==> src/sv/ols_pkg.sv <==
// Shared types and constants for the ordered list store.
// Holds the request and response word types, the request kinds and the status codes.
// No dependencies.
package ols_pkg;

   localparam int DEPTH  = 64;
   localparam int ADDR_W = $clog2(DEPTH);
   localparam int CNT_W  = $clog2(DEPTH + 1);

   localparam logic [CNT_W-1:0] DEPTH_CNT = CNT_W'(DEPTH);

   localparam logic [2:0] KIND_PUSH   = 3'd0;
   localparam logic [2:0] KIND_INSERT = 3'd1;
   localparam logic [2:0] KIND_DELETE = 3'd2;
   localparam logic [2:0] KIND_POP    = 3'd3;
   localparam logic [2:0] KIND_READ   = 3'd4;
   localparam logic [2:0] KIND_FIND   = 3'd5;
   localparam logic [2:0] KIND_REMOVE = 3'd6;

   localparam logic [1:0] ST_OK    = 2'd0;
   localparam logic [1:0] ST_RANGE = 2'd1;
   localparam logic [1:0] ST_FULL  = 2'd2;
   localparam logic [1:0] ST_EMPTY = 2'd3;

   typedef struct packed {
      logic [2:0]         kind;
      logic [6:0]         position;
      logic signed [31:0] word;
   } req_type;

   typedef struct packed {
      logic signed [31:0] result_word;
      logic               found;
      logic [5:0]         found_position;
      logic [6:0]         count;
      logic [1:0]         status;
   } rsp_type;

endpackage

==> src/sv/ordered_list_store_core.sv <==
// Ordered list store: a list of signed 32-bit words kept in order in a 64-entry memory.
// Depends on ols_pkg for types and codes and on ols_ram for the entry store.
//
// A request word is taken on req_item at a clock edge where start is high and busy is low.
// Exactly one response word appears on rsp_item for one cycle, marked by rsp_strobe; the
// receiver cannot stall it, and it may be accepted while the next request is already taken.
// Push, every error, unused kinds, and find or remove on an empty list answer in the cycle
// after the request is taken, with busy never raised. Read and pop go through the read and
// process states and answer from the memory's registered output. The other kinds walk the
// memory under a small sequencer that alternates the read and process states, one entry per
// pass, reading through the single memory read port and writing through the write port:
//    insert  walks down from the count to the position,
//    delete  walks up from the position to the end of the list,
//    find    walks up from the first entry to the first match or the end of the list,
//    remove  walks the whole list.
// Reset clears the count and the sequencer; the entries need no clearing since only
// positions below the count are ever read.
module ordered_list_store_core (
   input  logic             clock,
   input  logic             reset,
   input  logic             start,
   output logic             busy,
   input  ols_pkg::req_type req_item,
   output logic             rsp_strobe,
   output ols_pkg::rsp_type rsp_item
);

   localparam int CW = ols_pkg::CNT_W;
   localparam int AW = ols_pkg::ADDR_W;

   localparam logic [1:0] S_IDLE = 2'd0;
   localparam logic [1:0] S_RD   = 2'd1;
   localparam logic [1:0] S_PROC = 2'd2;

   logic [1:0]         state_ff, state_in;
   logic [2:0]         kind_ff, kind_in;
   logic [CW-1:0]      pos_ff, pos_in;
   logic [31:0]        word_ff, word_in;
   logic [CW-1:0]      idx_ff, idx_in;
   logic [CW-1:0]      wp_ff, wp_in;
   logic [31:0]        res_ff, res_in;
   logic [CW-1:0]      count_ff, count_in;
   logic               rsp_strobe_ff, rsp_strobe_in;
   ols_pkg::rsp_type   rsp_ff, rsp_in;

   logic               wr_en;
   logic [AW-1:0]      wr_addr;
   logic [31:0]        wr_data;
   logic [AW-1:0]      rd_addr;
   logic [31:0]        rd_data;

   logic               accept;
   logic               full;
   logic [CW-1:0]      idx_inc;
   logic               last;
   logic               drop;

   ols_ram u_ram (
      .clock   (clock),
      .wr_en   (wr_en),
      .wr_addr (wr_addr),
      .wr_data (wr_data),
      .rd_addr (rd_addr),
      .rd_data (rd_data)
   );

   assign busy   = (state_ff != S_IDLE);
   assign accept = start && !busy;
   assign full   = (count_ff == ols_pkg::DEPTH_CNT);
   assign idx_inc = idx_ff + CW'(1);
   assign last   = (idx_inc == count_ff);
   assign drop   = (kind_ff == ols_pkg::KIND_DELETE) ? (idx_ff == pos_ff)
                                                     : (rd_data == word_ff);

   always_comb begin
      state_in      = state_ff;
      kind_in       = kind_ff;
      pos_in        = pos_ff;
      word_in       = word_ff;
      idx_in        = idx_ff;
      wp_in         = wp_ff;
      res_in        = res_ff;
      count_in      = count_ff;
      rsp_strobe_in = 1'b0;
      rsp_in        = '0;
      wr_en         = 1'b0;
      wr_addr       = idx_ff[AW-1:0];
      wr_data       = rd_data;
      rd_addr       = idx_ff[AW-1:0];

      case (state_ff)
         S_IDLE: begin
            if (accept) begin
               kind_in = req_item.kind;
               pos_in  = req_item.position;
               word_in = req_item.word;
               idx_in  = '0;
               wp_in   = '0;
               res_in  = '0;
               case (req_item.kind)
                  ols_pkg::KIND_PUSH: begin
                     rsp_strobe_in = 1'b1;
                     if (full) begin
                        rsp_in.status = ols_pkg::ST_FULL;
                     end else begin
                        wr_en    = 1'b1;
                        wr_addr  = count_ff[AW-1:0];
                        wr_data  = req_item.word;
                        count_in = count_ff + CW'(1);
                     end
                  end
                  ols_pkg::KIND_INSERT: begin
                     if (req_item.position > count_ff) begin
                        rsp_strobe_in = 1'b1;
                        rsp_in.status = ols_pkg::ST_RANGE;
                     end else if (full) begin
                        rsp_strobe_in = 1'b1;
                        rsp_in.status = ols_pkg::ST_FULL;
                     end else begin
                        idx_in   = count_ff;
                        state_in = S_RD;
                     end
                  end
                  ols_pkg::KIND_DELETE, ols_pkg::KIND_READ: begin
                     if (req_item.position >= count_ff) begin
                        rsp_strobe_in = 1'b1;
                        rsp_in.status = ols_pkg::ST_RANGE;
                     end else begin
                        idx_in   = req_item.position;
                        wp_in    = req_item.position;
                        state_in = S_RD;
                     end
                  end
                  ols_pkg::KIND_POP: begin
                     if (count_ff == '0) begin
                        rsp_strobe_in = 1'b1;
                        rsp_in.status = ols_pkg::ST_EMPTY;
                     end else begin
                        idx_in   = count_ff - CW'(1);
                        state_in = S_RD;
                     end
                  end
                  ols_pkg::KIND_FIND, ols_pkg::KIND_REMOVE: begin
                     if (count_ff == '0) begin
                        rsp_strobe_in = 1'b1;
                     end else begin
                        state_in = S_RD;
                     end
                  end
                  default: begin
                     rsp_strobe_in = 1'b1;
                  end
               endcase
            end
         end
         S_RD: begin
            if (kind_ff == ols_pkg::KIND_INSERT) begin
               if (idx_ff == pos_ff) begin
                  wr_en         = 1'b1;
                  wr_addr       = pos_ff[AW-1:0];
                  wr_data       = word_ff;
                  count_in      = count_ff + CW'(1);
                  rsp_strobe_in = 1'b1;
                  state_in      = S_IDLE;
               end else begin
                  rd_addr  = idx_ff[AW-1:0] - AW'(1);
                  state_in = S_PROC;
               end
            end else begin
               state_in = S_PROC;
            end
         end
         S_PROC: begin
            case (kind_ff)
               ols_pkg::KIND_INSERT: begin
                  wr_en    = 1'b1;
                  wr_addr  = idx_ff[AW-1:0];
                  idx_in   = idx_ff - CW'(1);
                  state_in = S_RD;
               end
               ols_pkg::KIND_POP: begin
                  count_in           = count_ff - CW'(1);
                  rsp_in.result_word = rd_data;
                  rsp_strobe_in      = 1'b1;
                  state_in           = S_IDLE;
               end
               ols_pkg::KIND_READ: begin
                  rsp_in.result_word = rd_data;
                  rsp_strobe_in      = 1'b1;
                  state_in           = S_IDLE;
               end
               ols_pkg::KIND_FIND: begin
                  if (rd_data == word_ff) begin
                     rsp_in.found          = 1'b1;
                     rsp_in.found_position = idx_ff[5:0];
                     rsp_strobe_in         = 1'b1;
                     state_in              = S_IDLE;
                  end else if (last) begin
                     rsp_strobe_in = 1'b1;
                     state_in      = S_IDLE;
                  end else begin
                     idx_in   = idx_inc;
                     state_in = S_RD;
                  end
               end
               ols_pkg::KIND_DELETE, ols_pkg::KIND_REMOVE: begin
                  if (drop) begin
                     res_in = (kind_ff == ols_pkg::KIND_DELETE) ? rd_data
                                                               : res_ff + 32'd1;
                  end else begin
                     wr_en   = 1'b1;
                     wr_addr = wp_ff[AW-1:0];
                     wp_in   = wp_ff + CW'(1);
                  end
                  if (last) begin
                     count_in           = wp_in;
                     rsp_in.result_word = res_in;
                     rsp_strobe_in      = 1'b1;
                     state_in           = S_IDLE;
                  end else begin
                     idx_in   = idx_inc;
                     state_in = S_RD;
                  end
               end
               default: begin
                  rsp_strobe_in = 1'b1;
                  state_in      = S_IDLE;
               end
            endcase
         end
         default: begin
            state_in = S_IDLE;
         end
      endcase

      rsp_in.count = count_in;
   end

   always_ff @(posedge clock) begin
      if (reset) begin
         state_ff      <= S_IDLE;
         count_ff      <= '0;
         rsp_strobe_ff <= 1'b0;
      end else begin
         state_ff      <= state_in;
         count_ff      <= count_in;
         rsp_strobe_ff <= rsp_strobe_in;
      end
   end

   always_ff @(posedge clock) begin
      kind_ff <= kind_in;
      pos_ff  <= pos_in;
      word_ff <= word_in;
      idx_ff  <= idx_in;
      wp_ff   <= wp_in;
      res_ff  <= res_in;
      if (rsp_strobe_in) begin
         rsp_ff <= rsp_in;
      end
   end

   assign rsp_strobe = rsp_strobe_ff;
   assign rsp_item   = rsp_ff;

endmodule

==> src/sv/ols_ram.sv <==
// Entry store for the ordered list: one write port and one read port with registered data.
// Depends on ols_pkg for the depth and address width.
module ols_ram (
   input  logic                       clock,
   input  logic                       wr_en,
   input  logic [ols_pkg::ADDR_W-1:0] wr_addr,
   input  logic [31:0]                wr_data,
   input  logic [ols_pkg::ADDR_W-1:0] rd_addr,
   output logic [31:0]                rd_data
);

   logic [31:0] mem [ols_pkg::DEPTH];
   logic [31:0] rd_data_ff;

   always_ff @(posedge clock) begin
      if (wr_en) begin
         mem[wr_addr] <= wr_data;
      end
      rd_data_ff <= mem[rd_addr];
   end

   assign rd_data = rd_data_ff;

endmodule

==> config.mk <==
export PLATFORM = sky130hd
export DESIGN_NAME = ordered_list_store_core
export DESIGN_NICKNAME = d
export VERILOG_FILES = /design/src/sv/ols_pkg.sv /design/src/sv/ordered_list_store_core.sv /design/src/sv/ols_ram.sv
export SDC_FILE = /design/constraint.sdc
export NUM_CORES = 2
export LEC_CHECK = 0
export BUFFER_PORTS_ARGS = -buffer_cell sky130_fd_sc_hd__buf_2
export CAP_MARGIN = 20
export CORE_ASPECT_RATIO = 1.25
export CORE_UTILIZATION = 30
export CTS_CLUSTER_DIAMETER = 150
export DETAILED_ROUTE_END_ITERATION = 8
export SLEW_MARGIN = 20
export SYNTH_ARGS = -nofsm -noshare
export SYNTH_HDL_FRONTEND = slang
export SYNTH_SLANG_ARGS = --single-unit
==> constraint.sdc <==
create_clock -name clock -period 5.4 [get_ports clock]
set_input_delay 1.62 -clock clock [delete_from_list [all_inputs] [get_ports clock]]
set_output_delay 1.62 -clock clock [all_outputs]
set_load 0.1 [all_outputs]
== After elaboration in Yosys (flattened, before gate mapping) ==
Memories as Yosys holds them, arrays and structs flattened. A register that Yosys moved wholly into a read port is not among the register bits.
Index checks and enable logic that the tools add are counted.

* Word-level logic and storage cells: 154
* Memories: 1
* Bits in writable memories: 2048
* Input port bits: 45
* Bits in registers: 146

* Add/sub/neg operators: 7
* Multiplexer cells: 86
* Reductions and logical operators: 17
* $lt $le $gt $ge: 2
* Equal/unequal tests: 27

{| class="wikitable"
|+ Memories
! name !! depth !! width !! rd ports !! clocked after memory_dff !! wr ports !! RTL line !! source
|-
| u_ram.mem || 64 || 32 || 1 || 1 || 1 || ols_ram.sv:12 || <nowiki>logic [31:0] mem [ols_pkg::DEPTH];</nowiki>
|}

{| class="wikitable"
|+ Operator list
! cell !! count
|-
| $mux 32 || 10
|-
| $pmux 32 s2 || 3
|-
| $mux 7 || 18
|-
| $pmux 7 s3 || 3
|-
| $mux 6 || 10
|-
| $pmux 7 s2 || 3
|-
| $add 32x1->32 const B || 1
|-
| $eq 32x32->1 || 1
|-
| $add 7x1->7 const B || 3
|-
| $mux 2 || 10
|-
| $mux 1 || 19
|-
| $eq 3x3->1 const B || 6
|-
| $pmux 6 s3 || 1
|-
| $ne 3x3->1 const B || 5
|-
| $pmux 1 s3 || 5
|-
| $eq 7x7->1 || 2
|-
| $sub 7x1->7 const B || 2
|-
| $eq 3x2->1 const B || 4
|-
| $pmux 2 s3 || 2
|-
| $pmux 2 s4 || 1
|-
| $eq 7x7->1 const B || 1
|-
| $ge 7x7->1 || 1
|-
| $gt 7x7->1 || 1
|-
| $logic_not 7->1 || 1
|-
| 19 further kinds || 26
|}

== Longest topological paths before layout ==
* Depth in word-level cells: 7
* Gate-level depth with buffers: 16
* Gate-level depth less buffers: 11

== Hierarchy ==
Synthesis repeated with hierarchy kept, for this count alone.

* Cell total of the unflattened synthesis: 4545
* Area, all modules: 88698.8 µm²

{| class="wikitable"
|+ Modules (own cells, without submodules)
! module !! area each (µm²) !! instances !! cells each
|-
| ols_ram || 79039.6 || 1 || 3511
|-
| ordered_list_store_core || 9659.3 || 1 || 1034
|}

== Worst setup path before layout ==
No wires, ideal clock.

* Path type: in2reg
* Start: in start
* End: mem u_ram.mem[0][0] (enable)
* Buffers on the path: 2
* Slack: -0.160 ns
* Setup time: 0.421 ns
* Stages on the path: 10
* Arrival: 5.139 ns
* Path through: or3b_2 -> clkbuf_1 -> a311oi_2 -> mux2i_1 -> nor2_1 -> a21oi_1 -> o221ai_1 -> or3_1 -> buf_2 -> nor2_1

* Longest elaborated chain between the ends: 5
* Elaborated cells between the ends (all ways): 7

{| class="wikitable"
|+ RTL lines
! element !! RTL line !! source
|-
| start: declaration || ordered_list_store_core.sv:21 || <nowiki>input logic start,</nowiki>
|-
| $logic_and 1x1->1 * || ordered_list_store_core.sv:68 || <nowiki>assign accept = start && !busy;</nowiki>
|-
| $mux 1 || ordered_list_store_core.sv:93 || <nowiki>if (accept) begin</nowiki>
|-
| $pmux 1 s3 || ordered_list_store_core.sv:91 || <nowiki>case (state_ff)</nowiki>
|-
| $mux 1 || ols_ram.sv:16 || <nowiki>if (wr_en) begin</nowiki>
|-
| $mux 1 (implied by the code) || ols_ram.sv:17 || <nowiki>mem[wr_addr] <= wr_data;</nowiki>
|-
| end: declaration || ols_ram.sv:12 ||
|}

Every way passes the cells marked *; elsewhere a longest branch is shown, timed or not.

== Worst setup path in the final report ==
* Start: reg state_ff[0]
* End: reg u_ram.rd_data_ff[10] (netlist: u_ram.rd_data[10]), read port of u_ram.mem

* Longest elaborated chain between the ends: 2

{| class="wikitable"
|+ RTL lines
! element !! RTL line !! source
|-
| start: declaration || ordered_list_store_core.sv:35 || <nowiki>logic [1:0] state_ff, state_in;</nowiki>
|-
| start signal: assignment || ordered_list_store_core.sv:245 || <nowiki>state_ff <= state_in;</nowiki>
|-
| $eq 2x1->1 || ordered_list_store_core.sv:91 ||
|-
| $mux 6 || ordered_list_store_core.sv:91 ||
|-
| end: declaration || ols_ram.sv:13 || <nowiki>logic [31:0] rd_data_ff;</nowiki>
|}

No other way between the ends.
A chain may end at the register's enable or synchronous reset.

==> run_summary.xml <==
<?xml version="1.0" encoding="UTF-8"?>
<metrics>
  <group name="detailed_routing">
    <metric name="detailedRoute.firstIterationViolations" unit="">8127</metric>
    <metric name="final_antenna_net_count" unit="">0</metric>
    <metric name="drt-vias-per-instance" unit="">5.55</metric>
    <metric name="drtPass1Iterations" unit="">8</metric>
    <metric name="routed_wirelength" unit="um">285000</metric>
    <metric name="detailroute.via_count" unit="">58395</metric>
    <metric name="drc" unit="">0</metric>
    <metric name="detail_route.wl_per_cell" unit="um">27.1</metric>
  </group>
  <group name="placed_design">
    <metric name="dp.cells" unit="">10138</metric>
    <metric name="numPortBuffers" unit="">94</metric>
    <metric name="detailedPlacementHpwl" unit="um">175000</metric>
    <metric name="gpl.final_weighted_congestion" unit="">0.931</metric>
  </group>
  <group name="global_routing">
    <metric name="grt_first_pass_wirelength" unit="um">402000</metric>
    <metric name="first_global_vias" unit="">55008</metric>
    <metric name="globalRouteTotalUtil" unit="">0.184</metric>
    <metric name="grt_antenna_before_repair" unit="">19</metric>
    <metric name="grt_overflow" unit="">0</metric>
    <metric name="grt_max_degree" unit="">72</metric>
  </group>
  <group name="synthesis">
    <metric name="avgSynthCellArea" unit="um^2">14.4</metric>
    <metric name="synthesis.yosys.warnings" unit="">0</metric>
    <metric name="synthesis.nets" unit="">6255</metric>
    <metric name="synth.top_cell.area_share" unit="">0.737</metric>
    <metric name="yosys_most_used_dff" unit="">edfxtp_1</metric>
    <metric name="count_of_flip_flops_with_a_built_in_enable_after_synthesis" unit="">2184</metric>
    <metric name="yosys.area.top_type" unit="">edfxtp_1</metric>
    <metric name="post_synth_instance_area" unit="mm^2">0.0889</metric>
    <metric name="postSynthCellCount" unit="">6196</metric>
    <metric name="yosys-top-cells-area" unit="">edfxtp_1, nand2_1, o22ai_1, mux2i_1, a31oi_1</metric>
    <metric name="synth_seq_cells" unit="">2226</metric>
    <metric name="synth_cell_types" unit="">90</metric>
    <metric name="post_synthesis_async_set_or_reset_flop_share" unit="">0</metric>
    <metric name="yosysSeqAreaShare" unit="">0.747</metric>
  </group>
  <group name="timing">
    <metric name="final-hold-violation-count" unit="">0</metric>
    <metric name="max_clock_freq" unit="MHz">200</metric>
    <metric name="finalWorstPathRequiredPeriod" unit="ps">5000</metric>
    <metric name="timing.final.max_slew_violations" unit="">0</metric>
    <metric name="worst_slew_pin_slew" unit="ps">1170</metric>
    <metric name="slew_headroom" unit="">0.214</metric>
    <metric name="grt_setup_unrepaired" unit="">no</metric>
    <metric name="finalSetupViolCount" unit="">0</metric>
    <metric name="timing.final.crit_share" unit="">0.925</metric>
    <metric name="final.setup_skew" unit="ps">48.8</metric>
  </group>
  <group name="run">
    <metric name="max_cap_violations" unit="">0</metric>
  </group>
  <group name="cts">
    <metric name="path_clk_slew" unit="ps">70</metric>
    <metric name="cts-buffers-inserted" unit="">208</metric>
    <metric name="clk_path_buf_depth" unit="">4</metric>
    <metric name="cts_sinks" unit="">2226</metric>
    <metric name="cts_post_setup_buffers_inserted" unit="">0</metric>
    <metric name="cts_repair_resize_count" unit="">0</metric>
    <metric name="htree_num_levels" unit="">4</metric>
    <metric name="clk_root_buffer_cell" unit="">clkbuf_16</metric>
    <metric name="cts_tree" unit="">yes</metric>
    <metric name="hold_buffers" unit="">0</metric>
    <metric name="insertion_delay" unit="ps">890</metric>
  </group>
  <group name="power_and_ir_drop">
    <metric name="vdd_drop_max" unit="V">0.000324</metric>
    <metric name="power_leakage" unit="nW">33.2</metric>
    <metric name="powerDensity" unit="mW/mm^2">387</metric>
  </group>
  <group name="final_layout">
    <metric name="syn2layout_area_growth" unit="%">16.9</metric>
    <metric name="final_util" unit="">0.352</metric>
    <metric name="final_cells" unit="">10517</metric>
    <metric name="num-nets-final" unit="">6471</metric>
    <metric name="layout-drive-gt1-share" unit="">0.138</metric>
  </group>
  <group name="die">
    <metric name="num_io_pins" unit="">95</metric>
    <metric name="dieHeight" unit="um">611</metric>
    <metric name="core.rowCount" unit="">223</metric>
    <metric name="fp.coreArea" unit="mm^2">0.295</metric>
    <metric name="dieWidth" unit="um">489</metric>
    <metric name="initial_core_util" unit="">0.302</metric>
    <metric name="floorplan.die_area" unit="mm^2">0.299</metric>
  </group>
  <group name="worst_hold_path">
    <metric name="worstHoldStart" unit="">res_ff[18]$_SDFFCE_PN0P_</metric>
    <metric name="worst_hold_depth" unit="">2</metric>
    <metric name="hold_path_end" unit="">res_ff[18]$_SDFFCE_PN0P_</metric>
    <metric name="timing.hold.worst.class" unit="">flop to flop</metric>
  </group>
  <group name="worst_setup_path">
    <metric name="critPathMaxFanout" unit="">27</metric>
    <metric name="worstPathBufferInverterCount" unit="">2</metric>
    <metric name="path_delay_family" unit="">compound AO/OA/AOI/OAI gates</metric>
    <metric name="crit_slowest_cell" unit="">a32oi_4</metric>
    <metric name="critical_path_required" unit="ps">6210</metric>
    <metric name="worstReg2RegEnd" unit="">u_ram.rd_data[10]$_DFF_P_</metric>
    <metric name="critPathKind" unit="">flop to flop</metric>
    <metric name="critical_path.max_stage_delay" unit="ps">970</metric>
    <metric name="endpoint_class_of_the_critical_path" unit="">flop</metric>
    <metric name="worst_r2r_start" unit="">state_ff[0]$_SDFFE_PP0P_</metric>
    <metric name="reg2reg_setup_slack" unit="ps">400</metric>
    <metric name="crit_chain" unit="">inv_2, nor4_4, o21ai_4, a32oi_4, buf_4, nor2_1, nor3_1, o21ai_0, a31oi_1, or4_1</metric>
    <metric name="crit_arrival" unit="ps">5810</metric>
    <metric name="r2r_cells" unit="">10</metric>
    <metric name="cp-start-kind" unit="">flop</metric>
  </group>
  <group name="status">
    <metric name="outcome" unit="">complete, no violations</metric>
  </group>
</metrics>
## kinds of logic after synthesis
family,Yosys count,share of synthesized area
compound gates,1500,0.112
xor+xnor,62,0.00651
fa+ha+maj,14,0.00197
buf+inv,485,0.0232
flops,2226,0.747
mux,197,0.0222
simple gates,1712,0.0878
## metrics by stage
stage / power (W) / worst slack (ps) / TNS, ps / instance area, um^2 / hold slack, ps
CTS: 0.0403 / 461 / 0 / 104000 / 655
floorplan: 0.0231 / -160 / -119730 / 89000 / 589
global route: 0.0411 / 377 / 0 / 104000 / 696
detailed placement: 0.0258 / 166 / 0 / 97200 / 636
finish: 0.0403 / 403 / 0 / 104000 / 675
global placement: 0.0257 / 130 / 0 / 97200 / 627
## sequential cells by signal, indices dropped and copies added (netlist names)
signal         cells
word_ff           32
wp_ff              7
state_ff           2
kind_ff            3
u_ram.rd_data     32
pos_ff             7
rsp_item          48
idx_ff             7
count_ff           7
rsp_strobe         1
u_ram.mem       2048
res_ff            32
## report_power, final
part	internal [W]	switching, W	total (W)
sequential	0.0202	0.000240	0.0204
clock	0.00833	0.00640	0.0147
combinational	0.00111	0.00404	0.00514
## worst max path at each step
stage | startpoint | endpoint | slack [ps] | depth (start not counted)
4_1_cts | idx_ff[1]$_DFFE_PP_ | u_ram.rd_data[31]$_DFF_P_ | 460 | 10
6_report | state_ff[0]$_SDFFE_PP0P_ | u_ram.rd_data[10]$_DFF_P_ | 400 | 10
3_5_place_dp | start | u_ram.mem[41][6]$_DFFE_PP_ | 170 | 13
5_1_grt | idx_ff[1]$_DFFE_PP_ | u_ram.rd_data[12]$_DFF_P_ | 380 | 10
2_1_floorplan | start | u_ram.mem[0][0]$_DFFE_PP_ | -160 | 10
3_3_place_gp | start | u_ram.mem[40][1]$_DFFE_PP_ | 130 | 13
## routing by layer
layer / track usage / vias up / share of wire
met1: 0.239 / 29531 / 0.38
li1: - / 24931 / -
met2: 0.300 / 3363 / 0.48
met3: 0.0270 / 562 / 0.090
met5: 0 / - / 0.00017
met4: 0.0908 / 8 / 0.050
## cells in the final DEF (no fill, tap or decap), drive strengths merged, types with 99 or more instances in the layout
cell type | Yosys | layout
a221oi | 99 | 99
a32oi | 99 | 99
o22ai | 400 | 400
a31oi | 258 | 258
mux2i | 197 | 197
nand3 | 227 | 227
edfxtp | 2184 | 2184
o21ai | 372 | 372
nor3 | 155 | 155
buf | 163 | 431
or3 | 120 | 120
nor2 | 302 | 302
a21oi | 99 | 99
clkbuf | 262 | 248
nand2 | 726 | 726
## layout make-up
| cell class | instances | area (um^2) |
|---|---|---|
| multi-input cells | 3485 | 21200 |
| well taps | 3937 | 4930 |
| clock inverters | 119 | 1190 |
| diodes | 11 | 27.5 |
| inverters | 60 | 225 |
| repair buffers | 431 | 4490 |
| clock buffers | 248 | 5460 |
| fillers | 27849 | 191000 |
| flip-flops and latches | 2226 | 66400 |
## tightest hold or removal path: cells and delay by family, from the launching register on
kind	cells	cell delay (ps)
flops	1	360
compound gates	1	120
simple gates	1	90
## Yosys cell counts, types with 24 or more instances
library cell and instances:
edfxtp_1 2184, nand4_1 54, a21oi_1 98, o221ai_1 24, o22ai_1 390, nor3_1 154, nand3_1 226, buf_2 95
or3_1 120, mux2i_1 197, nor2_1 302, o21ai_1 50, a32oi_1 99, dfxtp_1 42, xnor2_1 54, clkbuf_1 261
inv_1 57, nand2_1 723, or4_1 34, a222oi_1 36, buf_1 49, o21ai_0 320, a31oi_1 257, a221oi_1 99
Note: power is estimated with default switching activity, not from simulation.
